`src/rtl/tlp_pkg.sv`:
```
`default_nettype none
// ----------------------------------------------------------------------------
// tlp_pkg
// Shared constants for the three-axis fixed-point low-pass filter.
// ----------------------------------------------------------------------------
package tlp_pkg;

    // Default fraction bits of the axis accumulators
    localparam int SHIFT_DEF = 8;

    // Fixed field widths
    localparam int SAMPLE_W = 16;
    localparam int ATT_W    = 9;

    // Attenuation register value after reset (before clamping)
    localparam int ATT_RESET = 64;

    // Number of axes, one lane each
    localparam int AXES = 3;

    // Guard bits above sample width in an accumulator
    localparam int ACC_GUARD = 2;

endpackage : tlp_pkg
`default_nettype wire

```
`src/rtl/tlp_sample_if.sv`:
```
`default_nettype none
// ----------------------------------------------------------------------------
// tlp_sample_if
// Valid/ready channel carrying one three-axis sample word.
// ----------------------------------------------------------------------------
interface tlp_sample_if import tlp_pkg::*; ();
    logic                       valid;
    logic                       ready;
    logic signed [SAMPLE_W-1:0] sample_x;
    logic signed [SAMPLE_W-1:0] sample_y;
    logic signed [SAMPLE_W-1:0] sample_z;

    modport source (output valid, output sample_x, output sample_y, output sample_z,
                    input ready);
    modport sink   (input valid, input sample_x, input sample_y, input sample_z,
                    output ready);
endinterface : tlp_sample_if
`default_nettype wire

```
`src/rtl/tlp_result_if.sv`:
```
`default_nettype none
// ----------------------------------------------------------------------------
// tlp_result_if
// Valid/ready channel carrying one filtered three-axis word.
// ----------------------------------------------------------------------------
interface tlp_result_if import tlp_pkg::*; ();
    logic                       valid;
    logic                       ready;
    logic signed [SAMPLE_W-1:0] filtered_x;
    logic signed [SAMPLE_W-1:0] filtered_y;
    logic signed [SAMPLE_W-1:0] filtered_z;

    modport source (output valid, output filtered_x, output filtered_y, output filtered_z,
                    input ready);
    modport sink   (input valid, input filtered_x, input filtered_y, input filtered_z,
                    output ready);
endinterface : tlp_result_if
`default_nettype wire

```
`src/rtl/tlp_cfg_if.sv`:
```
`default_nettype none
// ----------------------------------------------------------------------------
// tlp_cfg_if
// Valid/ready write channel for the attenuation register.
// ----------------------------------------------------------------------------
interface tlp_cfg_if import tlp_pkg::*; ();
    logic             valid;
    logic             ready;
    logic [ATT_W-1:0] attenuation;

    modport source (output valid, output attenuation, input ready);
    modport sink   (input valid, input attenuation, output ready);
endinterface : tlp_cfg_if
`default_nettype wire

```
`src/rtl/tlp_lane.sv`:
```
`default_nettype none
// ----------------------------------------------------------------------------
// tlp_lane
// One axis: scaled accumulator with a combinational multiply-accumulate update.
// ----------------------------------------------------------------------------
module tlp_lane import tlp_pkg::*; #(
    parameter int SHIFT = SHIFT_DEF
) (
    input  wire logic                                     i_clk,
    input  wire logic                                     i_rst_n,
    input  wire logic                                     i_load,
    input  wire logic signed [SAMPLE_W-1:0]               i_sample,
    input  wire logic        [SHIFT:0]                    i_att,
    output logic signed      [SHIFT+SAMPLE_W+ACC_GUARD-1:0] o_acc
);
    localparam int AW = SHIFT + SAMPLE_W + ACC_GUARD;  // accumulator width
    localparam int DW = AW + 1 - SHIFT;                // shifted difference
    localparam int PW = DW + SHIFT + 2;                // product width

    logic signed [AW-1:0] r_acc;
    logic signed [AW-1:0] n_acc;
    logic signed [AW-1:0] scaled;
    logic signed [AW:0]   diff;
    logic signed [DW-1:0] delta;
    logic signed [PW-1:0] prod;

    // sample moved up to accumulator scale
    assign scaled = AW'(i_sample) <<< SHIFT;

    // floor((scaled - acc) / 2^SHIFT) * att, then accumulate
    assign diff  = (AW+1)'(scaled) - (AW+1)'(r_acc);
    assign delta = diff[AW:SHIFT];
    assign prod  = PW'(delta) * PW'($signed({1'b0, i_att}));
    assign n_acc = r_acc + prod[AW-1:0];

    always_ff @(posedge i_clk) begin
        if (!i_rst_n) begin
            r_acc <= '0;
        end else if (i_load) begin
            r_acc <= n_acc;
        end
    end

    assign o_acc = r_acc;

endmodule : tlp_lane
`default_nettype wire

```
`src/rtl/tlp_merge.sv`:
```
`default_nettype none
// ----------------------------------------------------------------------------
// tlp_merge
// Rounds and saturates each lane's accumulator and holds the result word.
// ----------------------------------------------------------------------------
module tlp_merge import tlp_pkg::*; #(
    parameter int SHIFT = SHIFT_DEF
) (
    input  wire logic                                     i_clk,
    input  wire logic                                     i_rst_n,
    input  wire logic                                     i_valid,
    input  wire logic signed [SHIFT+SAMPLE_W+ACC_GUARD-1:0] i_acc [AXES],
    output logic                                          o_take,
    tlp_result_if.source                                  o_result
);
    localparam int AW = SHIFT + SAMPLE_W + ACC_GUARD;
    localparam int QW = AW - SHIFT;  // integer part
    localparam int RW = QW + 1;      // after rounding add
    localparam logic signed [RW-1:0] MAXV = RW'((1 << (SAMPLE_W-1)) - 1);
    localparam logic signed [RW-1:0] MINV = RW'(-(1 << (SAMPLE_W-1)));

    logic signed [SAMPLE_W-1:0] sat    [AXES];
    logic signed [SAMPLE_W-1:0] r_word [AXES];
    logic                       r_valid;
    logic                       n_valid;

    // per-lane rounding and saturation
    for (genvar g = 0; g < AXES; g++) begin : g_round
        logic signed [QW-1:0] q;
        logic signed [RW-1:0] rnd;
        assign q   = i_acc[g][AW-1:SHIFT];
        assign rnd = RW'(q) + $signed({{(RW-1){1'b0}}, i_acc[g][SHIFT-1]});
        always_comb begin
            if (rnd > MAXV) begin
                sat[g] = MAXV[SAMPLE_W-1:0];
            end else if (rnd < MINV) begin
                sat[g] = MINV[SAMPLE_W-1:0];
            end else begin
                sat[g] = rnd[SAMPLE_W-1:0];
            end
        end
    end

    // output register: load when empty or being drained
    assign o_take = i_valid && (!r_valid || o_result.ready);

    always_comb begin
        if (o_take) begin
            n_valid = 1'b1;
        end else if (o_result.ready) begin
            n_valid = 1'b0;
        end else begin
            n_valid = r_valid;
        end
    end

    always_ff @(posedge i_clk) begin
        if (!i_rst_n) begin
            r_valid <= 1'b0;
        end else begin
            r_valid <= n_valid;
        end
    end

    always_ff @(posedge i_clk) begin
        if (o_take) begin
            r_word <= sat;
        end
    end

    assign o_result.valid      = r_valid;
    assign o_result.filtered_x = r_word[0];
    assign o_result.filtered_y = r_word[1];
    assign o_result.filtered_z = r_word[2];

endmodule : tlp_merge
`default_nettype wire

```
`src/rtl/three_axis_fixed_point_iir_lowpass.sv`:
```
`default_nettype none
// ----------------------------------------------------------------------------
// three_axis_fixed_point_iir_lowpass
// First-order fixed-point IIR low-pass over x, y and z accelerometer axes.
// ----------------------------------------------------------------------------
// Accepts one three-axis sample word per clock while the output is not stalled
// and returns one filtered word per sample. Each axis has its own lane whose
// accumulator is updated with one subtract, one multiply by the attenuation and
// one add in the cycle the word is taken; that combinational accumulator loop
// sets the rate of one word per clock. The lane accumulator loads when the
// sample is taken, and the word then passes rounding/saturation into the output
// register once that register is free; one more sample is still taken while a
// finished word waits at the output.
// The attenuation register clamps to 1..2^SHIFT on write and resets to 64
// (clamped); write it only while the filter is idle.
// ----------------------------------------------------------------------------
module three_axis_fixed_point_iir_lowpass import tlp_pkg::*; #(
    parameter int SHIFT = SHIFT_DEF
) (
    input  wire logic     i_clk,
    input  wire logic     i_rst_n,
    tlp_sample_if.sink    i_sample,
    tlp_cfg_if.sink       i_cfg,
    tlp_result_if.source  o_result
);
    localparam int AW = SHIFT + SAMPLE_W + ACC_GUARD;
    localparam int CW = (SHIFT + 1 > ATT_W) ? SHIFT + 1 : ATT_W;
    localparam int ATT_MAX_I = 1 << SHIFT;
    localparam int ATT_RST_I = (ATT_RESET == 0) ? 1 :
                               ((ATT_RESET > ATT_MAX_I) ? ATT_MAX_I : ATT_RESET);
    localparam logic [SHIFT:0] ATT_RST = ATT_RST_I[SHIFT:0];
    localparam logic [CW-1:0]  ATT_MAX = CW'(ATT_MAX_I);

    logic                       r_s1_valid;
    logic                       n_s1_valid;
    logic                       s1_take;
    logic                       accept;
    logic [SHIFT:0]             r_att;
    logic [CW-1:0]              cfg_wide;
    logic [SHIFT:0]             att_clamped;
    logic signed [SAMPLE_W-1:0] samples [AXES];
    logic signed [AW-1:0]       acc     [AXES];

    // attenuation register, clamped on write
    assign i_cfg.ready = 1'b1;
    assign cfg_wide    = CW'(i_cfg.attenuation);

    always_comb begin
        if (cfg_wide == '0) begin
            att_clamped = (SHIFT+1)'(1);
        end else if (cfg_wide > ATT_MAX) begin
            att_clamped = ATT_MAX[SHIFT:0];
        end else begin
            att_clamped = cfg_wide[SHIFT:0];
        end
    end

    always_ff @(posedge i_clk) begin
        if (!i_rst_n) begin
            r_att <= ATT_RST;
        end else if (i_cfg.valid && i_cfg.ready) begin
            r_att <= att_clamped;
        end
    end

    // input handshake: take a word unless stage one is stuck
    assign i_sample.ready = !r_s1_valid || s1_take;
    assign accept         = i_sample.valid && i_sample.ready;

    always_comb begin
        if (accept) begin
            n_s1_valid = 1'b1;
        end else if (s1_take) begin
            n_s1_valid = 1'b0;
        end else begin
            n_s1_valid = r_s1_valid;
        end
    end

    always_ff @(posedge i_clk) begin
        if (!i_rst_n) begin
            r_s1_valid <= 1'b0;
        end else begin
            r_s1_valid <= n_s1_valid;
        end
    end

    // one lane per axis
    assign samples[0] = i_sample.sample_x;
    assign samples[1] = i_sample.sample_y;
    assign samples[2] = i_sample.sample_z;

    for (genvar g = 0; g < AXES; g++) begin : g_lane
        tlp_lane #(
            .SHIFT    (SHIFT)
        ) u_lane (
            .i_clk    (i_clk),
            .i_rst_n  (i_rst_n),
            .i_load   (accept),
            .i_sample (samples[g]),
            .i_att    (r_att),
            .o_acc    (acc[g])
        );
    end

    // rounding, saturation and output register
    tlp_merge #(
        .SHIFT    (SHIFT)
    ) u_merge (
        .i_clk    (i_clk),
        .i_rst_n  (i_rst_n),
        .i_valid  (r_s1_valid),
        .i_acc    (acc),
        .o_take   (s1_take),
        .o_result (o_result)
    );

`ifndef SYNTHESIS
    a_stall_blocks_input: assert property (@(posedge i_clk) disable iff (!i_rst_n)
        (r_s1_valid && !s1_take) |-> !i_sample.ready)
        else $error("input taken while stage one is stalled");

    a_accept_fills_s1: assert property (@(posedge i_clk) disable iff (!i_rst_n)
        accept |=> r_s1_valid)
        else $error("accepted word did not reach stage one");

    a_take_fills_out: assert property (@(posedge i_clk) disable iff (!i_rst_n)
        s1_take |=> o_result.valid)
        else $error("stage one word lost on the way to the output");

    a_att_in_range: assert property (@(posedge i_clk) disable iff (!i_rst_n)
        (r_att != '0) && (CW'(r_att) <= ATT_MAX))
        else $error("attenuation outside 1..2^SHIFT");
`endif

endmodule : three_axis_fixed_point_iir_lowpass
`default_nettype wire

```
`src/flat_wrapper.sv`:
```
// flat-port wrapper written by rule: the top's interface ports become plain ports
module three_axis_fixed_point_iir_lowpass_flat import tlp_pkg::*;
#(
    parameter int SHIFT = SHIFT_DEF
)
  (i_clk, i_rst_n, i_sample_valid, i_sample_sample_x, i_sample_sample_y, i_sample_sample_z, i_sample_ready, i_cfg_valid, i_cfg_attenuation, i_cfg_ready, o_result_valid, o_result_filtered_x, o_result_filtered_y, o_result_filtered_z, o_result_ready);
  tlp_sample_if i_sample_i ();
  tlp_cfg_if i_cfg_i ();
  tlp_result_if o_result_i ();
  input  wire logic i_clk;
  input  wire logic i_rst_n;
  input wire logic [$bits(i_sample_i.valid)-1:0] i_sample_valid;
  input wire logic [$bits(i_sample_i.sample_x)-1:0] i_sample_sample_x;
  input wire logic [$bits(i_sample_i.sample_y)-1:0] i_sample_sample_y;
  input wire logic [$bits(i_sample_i.sample_z)-1:0] i_sample_sample_z;
  output wire logic [$bits(i_sample_i.ready)-1:0] i_sample_ready;
  input wire logic [$bits(i_cfg_i.valid)-1:0] i_cfg_valid;
  input wire logic [$bits(i_cfg_i.attenuation)-1:0] i_cfg_attenuation;
  output wire logic [$bits(i_cfg_i.ready)-1:0] i_cfg_ready;
  output wire logic [$bits(o_result_i.valid)-1:0] o_result_valid;
  output wire logic [$bits(o_result_i.filtered_x)-1:0] o_result_filtered_x;
  output wire logic [$bits(o_result_i.filtered_y)-1:0] o_result_filtered_y;
  output wire logic [$bits(o_result_i.filtered_z)-1:0] o_result_filtered_z;
  input wire logic [$bits(o_result_i.ready)-1:0] o_result_ready;
  assign i_sample_i.valid = i_sample_valid;
  assign i_sample_i.sample_x = i_sample_sample_x;
  assign i_sample_i.sample_y = i_sample_sample_y;
  assign i_sample_i.sample_z = i_sample_sample_z;
  assign i_sample_ready = i_sample_i.ready;
  assign i_cfg_i.valid = i_cfg_valid;
  assign i_cfg_i.attenuation = i_cfg_attenuation;
  assign i_cfg_ready = i_cfg_i.ready;
  assign o_result_valid = o_result_i.valid;
  assign o_result_filtered_x = o_result_i.filtered_x;
  assign o_result_filtered_y = o_result_i.filtered_y;
  assign o_result_filtered_z = o_result_i.filtered_z;
  assign o_result_i.ready = o_result_ready;
  three_axis_fixed_point_iir_lowpass #(.SHIFT(SHIFT)) u_core (.i_clk(i_clk), .i_rst_n(i_rst_n), .i_sample(i_sample_i), .i_cfg(i_cfg_i), .o_result(o_result_i));
endmodule
```
`config.mk`:
```
export PLATFORM = sky130hd
export DESIGN_NAME = three_axis_fixed_point_iir_lowpass_flat
export DESIGN_NICKNAME = d
export VERILOG_FILES = /design/src/rtl/tlp_pkg.sv /design/src/rtl/tlp_sample_if.sv /design/src/rtl/tlp_result_if.sv /design/src/rtl/tlp_cfg_if.sv /design/src/rtl/tlp_lane.sv /design/src/rtl/tlp_merge.sv /design/src/rtl/three_axis_fixed_point_iir_lowpass.sv /design/src/flat_wrapper.sv
export SDC_FILE = /design/constraint.sdc
export NUM_CORES = 2
export LEC_CHECK = 0
export CORE_AREA = 2 2 282 284
export CTS_CLUSTER_SIZE = 8
export DETAILED_ROUTE_END_ITERATION = 10
export DIE_AREA = 0 0 284 286
export DONT_BUFFER_PORTS = 1
export HOLD_SLACK_MARGIN = 0.06
export PLACE_DENSITY = 0.58
export SYNTH_ARGS = -nofsm -noshare
export SYNTH_HDL_FRONTEND = slang
export SYNTH_SLANG_ARGS = --single-unit
```
`constraint.sdc`:
```
create_clock -name i_clk -period 9.85 [get_ports i_clk]
set_input_delay 0.4925 -clock i_clk [delete_from_list [all_inputs] [get_ports i_clk]]
set_output_delay 0.4925 -clock i_clk [all_outputs]
set_load 0.005 [all_outputs]
```
# After elaboration in Yosys (flattened, before gate mapping)
# Index checks and enable logic that the tools add are counted.
word_totals:
  ff_bits: 137
  latchBits: 0
  mem_bits_rw: 0
  mem_bits_ro: 0
  input_bits: 62
  output_inout_bits: 51
  wordCells: 46
  mem_count: 0
op_classes:
  addsub: 9
  n_mul: 3
  div: 0
  order_cmp: 7
  n_eq_ne: 0
  n_shift: 0
  n_mux: 9
  bitwise_logic: 0
  n_reduce_logical: 9
ops:
  columns: ["cell", "n"]
  rows:
  - ["$sub 24x26->27", 3]
  - ["$add 26x26->26", 3]
  - ["$mul 19x10->26", 3]
  - ["$add 18x2->19", 3]
  - ["$gt 19x16->1 const B", 3]
  - ["$lt 19x16->1 const B", 3]
  - ["$mux 16", 3]
  - ["$mux 9", 2]
  - ["$gt 9x9->1 const B", 1]
  - ["$logic_not 9->1", 1]
  - ["$mux 1", 4]
  - ["$reduce_bool 2->1", 2]
  - ["$logic_and 1x1->1", 2]
  - ["$logic_not 1->1", 2]
  - ["$logic_or 1x1->1", 2]

# Depth between registers and ports, before layout
logic_depth:
  ltp_word: 6
  depth_mapped: 32
  ltp_nobuf: 32

# Cells and area by module
# A second synthesis with hierarchy kept.
hier_totals:
  cells_unflattened: 3134
  area_unflattened_um2: 28008.1
modules_own_cells:
  columns: ["mod", "instances", "cells_each", "area_each_um2"]
  rows:
  - ["tlp_lane (u_core.g_lane[0].u_lane)", 1, 953, 8232.9]
  - ["tlp_lane (u_core.g_lane[2].u_lane)", 1, 934, 8225.4]
  - ["tlp_lane (u_core.g_lane[1].u_lane)", 1, 926, 8139.1]
  - ["tlp_merge", 1, 274, 2966.6]
  - ["three_axis_fixed_point_iir_lowpass", 1, 47, 444.2]

# Worst setup path after synthesis
# Ideal clock, no wire load.
synth_timing:
  path_type: "input port to flip-flop"
  from: "input i_sample_sample_z[3]"
  to: "register u_core.g_lane[2].u_lane.r_acc[25]"
  setup_ns: 0.133
  t_arrival_ns: 7.186
  t_required_ns: 9.717
  setup_slack_ns: 2.531
  path_stages: 30
  path_buffers: 0
  path_cell_list: "ha_1 > a21o_1 > a221oi_1 > a21oi_1 > o311a_1 > o21ai_1 > a21boi_0 > o21a_1 > nor2_1 > xnor2_1 > nand2_1 > fa_1 > inv_1 > fa_1 > fa_1 > fa_1 > inv_1 > fa_1 > inv_1 > ha_1 > a21o_1 > a21oi_1 > nor2b_1 > o311ai_0 > nand2_1 > a41oi_1 > a21boi_0 > a31oi_1 > xnor2_1 > a21oi_1"
synth_between:
  elab_chain_cells: 3
synth_rtl:
  columns: ["element", "line_no", "text"]
  rows:
  - ["from (decl)", "flat_wrapper.sv:15", "input wire logic [$bits(i_sample_i.sample_z)-1:0] i_sample_sample_z;"]
  - ["$sub 24x26->27", "tlp_lane.sv:31", "assign diff = (AW+1)'(scaled) - (AW+1)'(r_acc);"]
  - ["$mul 19x10->26", "tlp_lane.sv:33", "assign prod = PW'(delta) * PW'($signed({1'b0, i_att}));"]
  - ["$add 26x26->26", "tlp_lane.sv:34", "assign n_acc = r_acc + prod[AW-1:0];"]
  - ["to (signal assigned)", "tlp_lane.sv:40", "r_acc <= n_acc;"]
  - ["to (decl)", "tlp_lane.sv:20", "logic signed [AW-1:0] r_acc;"]
# Every way passes these cells.
# A chain may end at the register's enable or synchronous reset.

# Worst setup path in the final report
layout_timing:
  from: "register u_core.g_lane[2].u_lane.r_acc[12]"
  to: "register u_core.g_lane[2].u_lane.r_acc[25]"
layout_between:
  elab_chain_cells: 3
layout_rtl:
  columns: ["element", "line_no"]
  rows:
  - ["$sub 24x26->27", "tlp_lane.sv:31"]
  - ["$mul 19x10->26", "tlp_lane.sv:33"]
  - ["$add 26x26->26 *", "tlp_lane.sv:34"]
# Every way passes the cells marked *; elsewhere a longest branch is shown, timed or not.

==> results list <==
- The number of nets handed over by synthesis was about 3900.
- Wire length of the first global-routing pass: 113000 um
- In this run, post-CTS repair resized a total of 0 instances.
- Post-synthesis cell area: between 20000 and 30000 sq um
* Count of hold buffers inserted by post-cts repair: 0
- Signal arrival time at the worst endpoint: 8.71 ns
* Number of enable flip-flop cells after synthesis: 48
- Of the total power, the share spent switching nets is 0.532.
- Initial detailed-routing violation count: 900
- Setup skew after layout: between 0.02 and 0.025 ns
* Internal power: about 0.0045 W
- By count the netlist is led by inv_1, fa_1, nand2_1.
- Maxcap violations: 0
* Nature of the critical path startpoint: register
- For the final routed database, the setup TNS stands at 0 ns.
- The initialized floorplan defines 103 standard-cell rows.
* Antenna violations before repair: 2
- Fin. Hold Viols: 0
- Sequential-to-total area share from yosys stat: 0.119
- The core region is 78400 sq um.
- Gr ovfl total: 0
- After detailed routing, the average wire length per cell comes to 16.6 um.
- For met2 alone, demand over resource in global routing was 0.294.
* Die Area: around 81000 sq um
- Clock tree from TritonCTS: yes
- Fill cells in the final layout number 8125.
- Proportion of netlist area held by the largest area contributor: 0.343
- In this run the power spent charging and discharging nets is 0.00511 W.
* Half-perimeter wire length after placement: 54100 um
- Boundary pin count: 113
* Post-synthesis cell type with the largest combined area: fa_1
* Number of setup violations in the final report: 0
- Dividing total power by cell area gives a power density of 331 nW/um^2.
- In the routed layout, each cell is associated on average with a via count of ~4.8.
- The placed instances occupy a cell area of ~28000 sq um.
* Library cell used as clock root buffer: clkbuf_16
* Chip height: 286 um
- Clock insertion delay at the later pin of the skew report: 0.50 ns
- CTS buffer count: 17
- Share of flip-flops with an asynchronous set or reset: 0
- Yosys attributes the largest share of cell area to fa_1, ha_1, inv_1.
- Total of buffers placed on input and output ports: 0
- Share of power burned in combinational logic: 0.830
* Worst reg2reg path startpoint: u_core.g_lane[2].u_lane.o_acc[12]
* Synth cell types: 84
- After synthesis the netlist holds a flip-flop and latch count of 137.
- Worst min-delay path class: input port to register
- A synthesized cell averages 8.70 sq um.
* Max stage delay cell, worst path: xnor2_1
* Met3 track demand over resource in global routing: 0.0324
* Shortest clock period the worst path allows after layout: 8.35 ns
- Result of the run: finished, final reports clean
* Post-route insts no fill: ~4100
- Critical path start-end classification: register to register
- For this run, design rule violations remaining after detail routing come to 0.
- Cell count after placement: between 4000 and 5000
- The H-tree generated during clock tree synthesis spans 4 levels.
- Together, buffers and inverters on the worst path number 4.
* Final Max Tran Viols: 0
- Headroom to the max-slew limit came out at 0.261.
- After clock tree synthesis, the setup repair step added 0 buffers.
* Required time worst endpoint: between 10 and 15 ns
- Post-layout worst setup margin: 1.50 ns
- VDD sags by at most 0.182 mV.
- Post-route cell area: between 20000 and 30000 sq um
- Routability congestion estimate from global placement: 0.833
- The clock net in this run drives a total of 137 sinks.
- In the post-synthesis netlist, the cell with the most instances is inv_1.
- Detailed-route via count: 20074
- Compared with the post-synthesis result, the final layout area differs by 7.02%.
- CP dominant cell by count: fa_1
- In the final layout, the share of cells above drive strength 1 is 0.0365.
- Grt peak-use layer: met2
- LEAKAGE: between 10 and 15 nW
- Synthesis produced a netlist whose cell count is ~3100.
- Along the worst path, the maximum fanout reaches 9.
- For this run, global-route usage on met1 was measured as 0.238.
- Setup repair after global routing left no endpoint under its margin.
* Slew of the pin with the lowest slew margin: 1.10 ns
- Clock transition at the register clock pins on the worst setup and hold paths after CTS: 0.09 ns
- Worst Setup End Kind: register
- The critical path starts at u_core.g_lane[2].u_lane.o_acc[12].
- Max clock buf depth: 2
- For this run, the top clock speed supported by timing is ~120 MHz.
- Via count of the first global-routing pass: 21048
- Across every metal layer, demand over resource in global routing totals 0.177.
- Antenna-violating nets left: 0
- At the end of the flow, the number of nets in the layout was 3851.
* Hold path startpoint: i_sample_valid
- Register share of total power: 0.096
* Largest net degree at the start of global routing: 59
- Proportion of power drawn by the clock network: 0.074
- Broken down by cell family, the worst path's largest delay share belongs to adder cells.
* Primary flip-flop cell chosen by synthesis mapping: dfxtp_1
* Pre-antenna DRT Iters: 5
- Largest stage delay on the critical path: 0.61 ns
- Yosys Warn Count: 0
* Initial Utilization: 0.346
- Final period utilization: 0.848
- Overall die width: 284 um
- Timing analysis after detailed placement gives a worst setup slack of 1.58 ns.
- The final layout contains routed wiring with a total length of approximately 69000 um.
* Worst hold slack: ~0.12 ns
power by group through the flow:
stage	clock, W	sequential (W)	combinational, W
2_1_floorplan	0	0.000873	0.00618
3_3_place_gp	0	0.000934	0.00792
3_5_place_dp	0	0.000935	0.00795
4_1_cts	0.000728	0.000924	0.00803
5_1_grt	0.000742	0.000945	0.00920
6_report	0.000708	0.000922	0.00797
per-stage QoR:
stage / total power, W / utilization
final: 0.00960 / 0.370
after global routing: 0.0109 / 0.370
after CTS: 0.00969 / 0.370
after detailed placement: 0.00889 / 0.363
after global placement: 0.00886 / 0.363
after floorplan: 0.00705 / -
cell usage in the layout (no fill, tap or decap), drive strengths merged, types with 5 or more instances in the layout:
cell type,n
nand3,47
fa,465
inv,659
o21ai,100
nor3b,6
a21oi,127
nand4,8
nand3b,6
or3,14
clkbuf,18
nand2,400
xor2,34
nand2b,16
and3,15
a311oi,5
nor2b,43
a211oi,24
a21boi,5
a22oi,8
ha,240
and2,221
buf,40
xnor2,123
dfxtp,89
o211ai,5
a31oi,20
nor2,107
o21bai,9
nor4,9
nor3,41
a21o,48
a211o,5
edfxtp,48
o21a,20
registers in the layout, indices dropped and copies added (netlist names):
signal,cells
u_core.u_merge.o_result.filtered_z,16
u_core.u_merge.o_result.filtered_y,16
u_core.r_s1_valid,1
u_core.r_att,9
u_core.u_merge.o_result.filtered_x,16
u_core.u_merge.o_result.valid,1
u_core.g_lane.u_lane.o_acc,78
final timing paths:
path                                             to  cells past startpoint  slack, ns
setup / recovery  u_core.g_lane[2].u_lane.o_acc[25]                     31       1.50
hold reg to reg   u_core.g_lane[0].u_lane.o_acc[19]                      2       0.45
setup reg to reg  u_core.g_lane[2].u_lane.o_acc[25]                     31       1.50
hold / removal                    u_core.r_s1_valid                      2       0.12
metal layers:
layer  share of wire  wire (um)  vias up
li1                -          -     9635
met1            0.46      31900    10050
met2            0.47      32400      340
met3           0.048       3330       49
met4           0.018       1250        0
met5               0          0        -
logic make-up (layout without fill, tap and decap cells):
family / Yosys count / in the layout / share of synthesized area
muxes: 6 / 6 / 0.00231
other: 1 / 3 / 0.000138
xor gates and xnor gates: 159 / 159 / 0.0529
AOI/OAI and AO/OA: 412 / 412 / 0.0976
DFF: 137 / 137 / 0.119
and+or+nand+nor: 950 / 950 / 0.171
buffers and inverters: 746 / 727 / 0.103
adders and majority gates: 705 / 705 / 0.454
layout make-up:
| class | count | area (sq um) | share of cell area |
|---|---|---|---|
| Antenna cell | 2 | 5.00 | 0.000172 |
| Timing Repair Buffer | 40 | 300 | 0.0103 |
| Tap cell | 1050 | 1310 | 0.0453 |
| Clock buffer | 18 | 439 | 0.0151 |
| Multi-Input combinational cell | 2233 | 21100 | 0.727 |
| Clock inverter | 14 | 163 | 0.00560 |
| Sequential cell | 137 | 3230 | 0.111 |
| Inverter | 655 | 2460 | 0.0848 |
No activity file was read; power rests on OpenSTA's default activity.
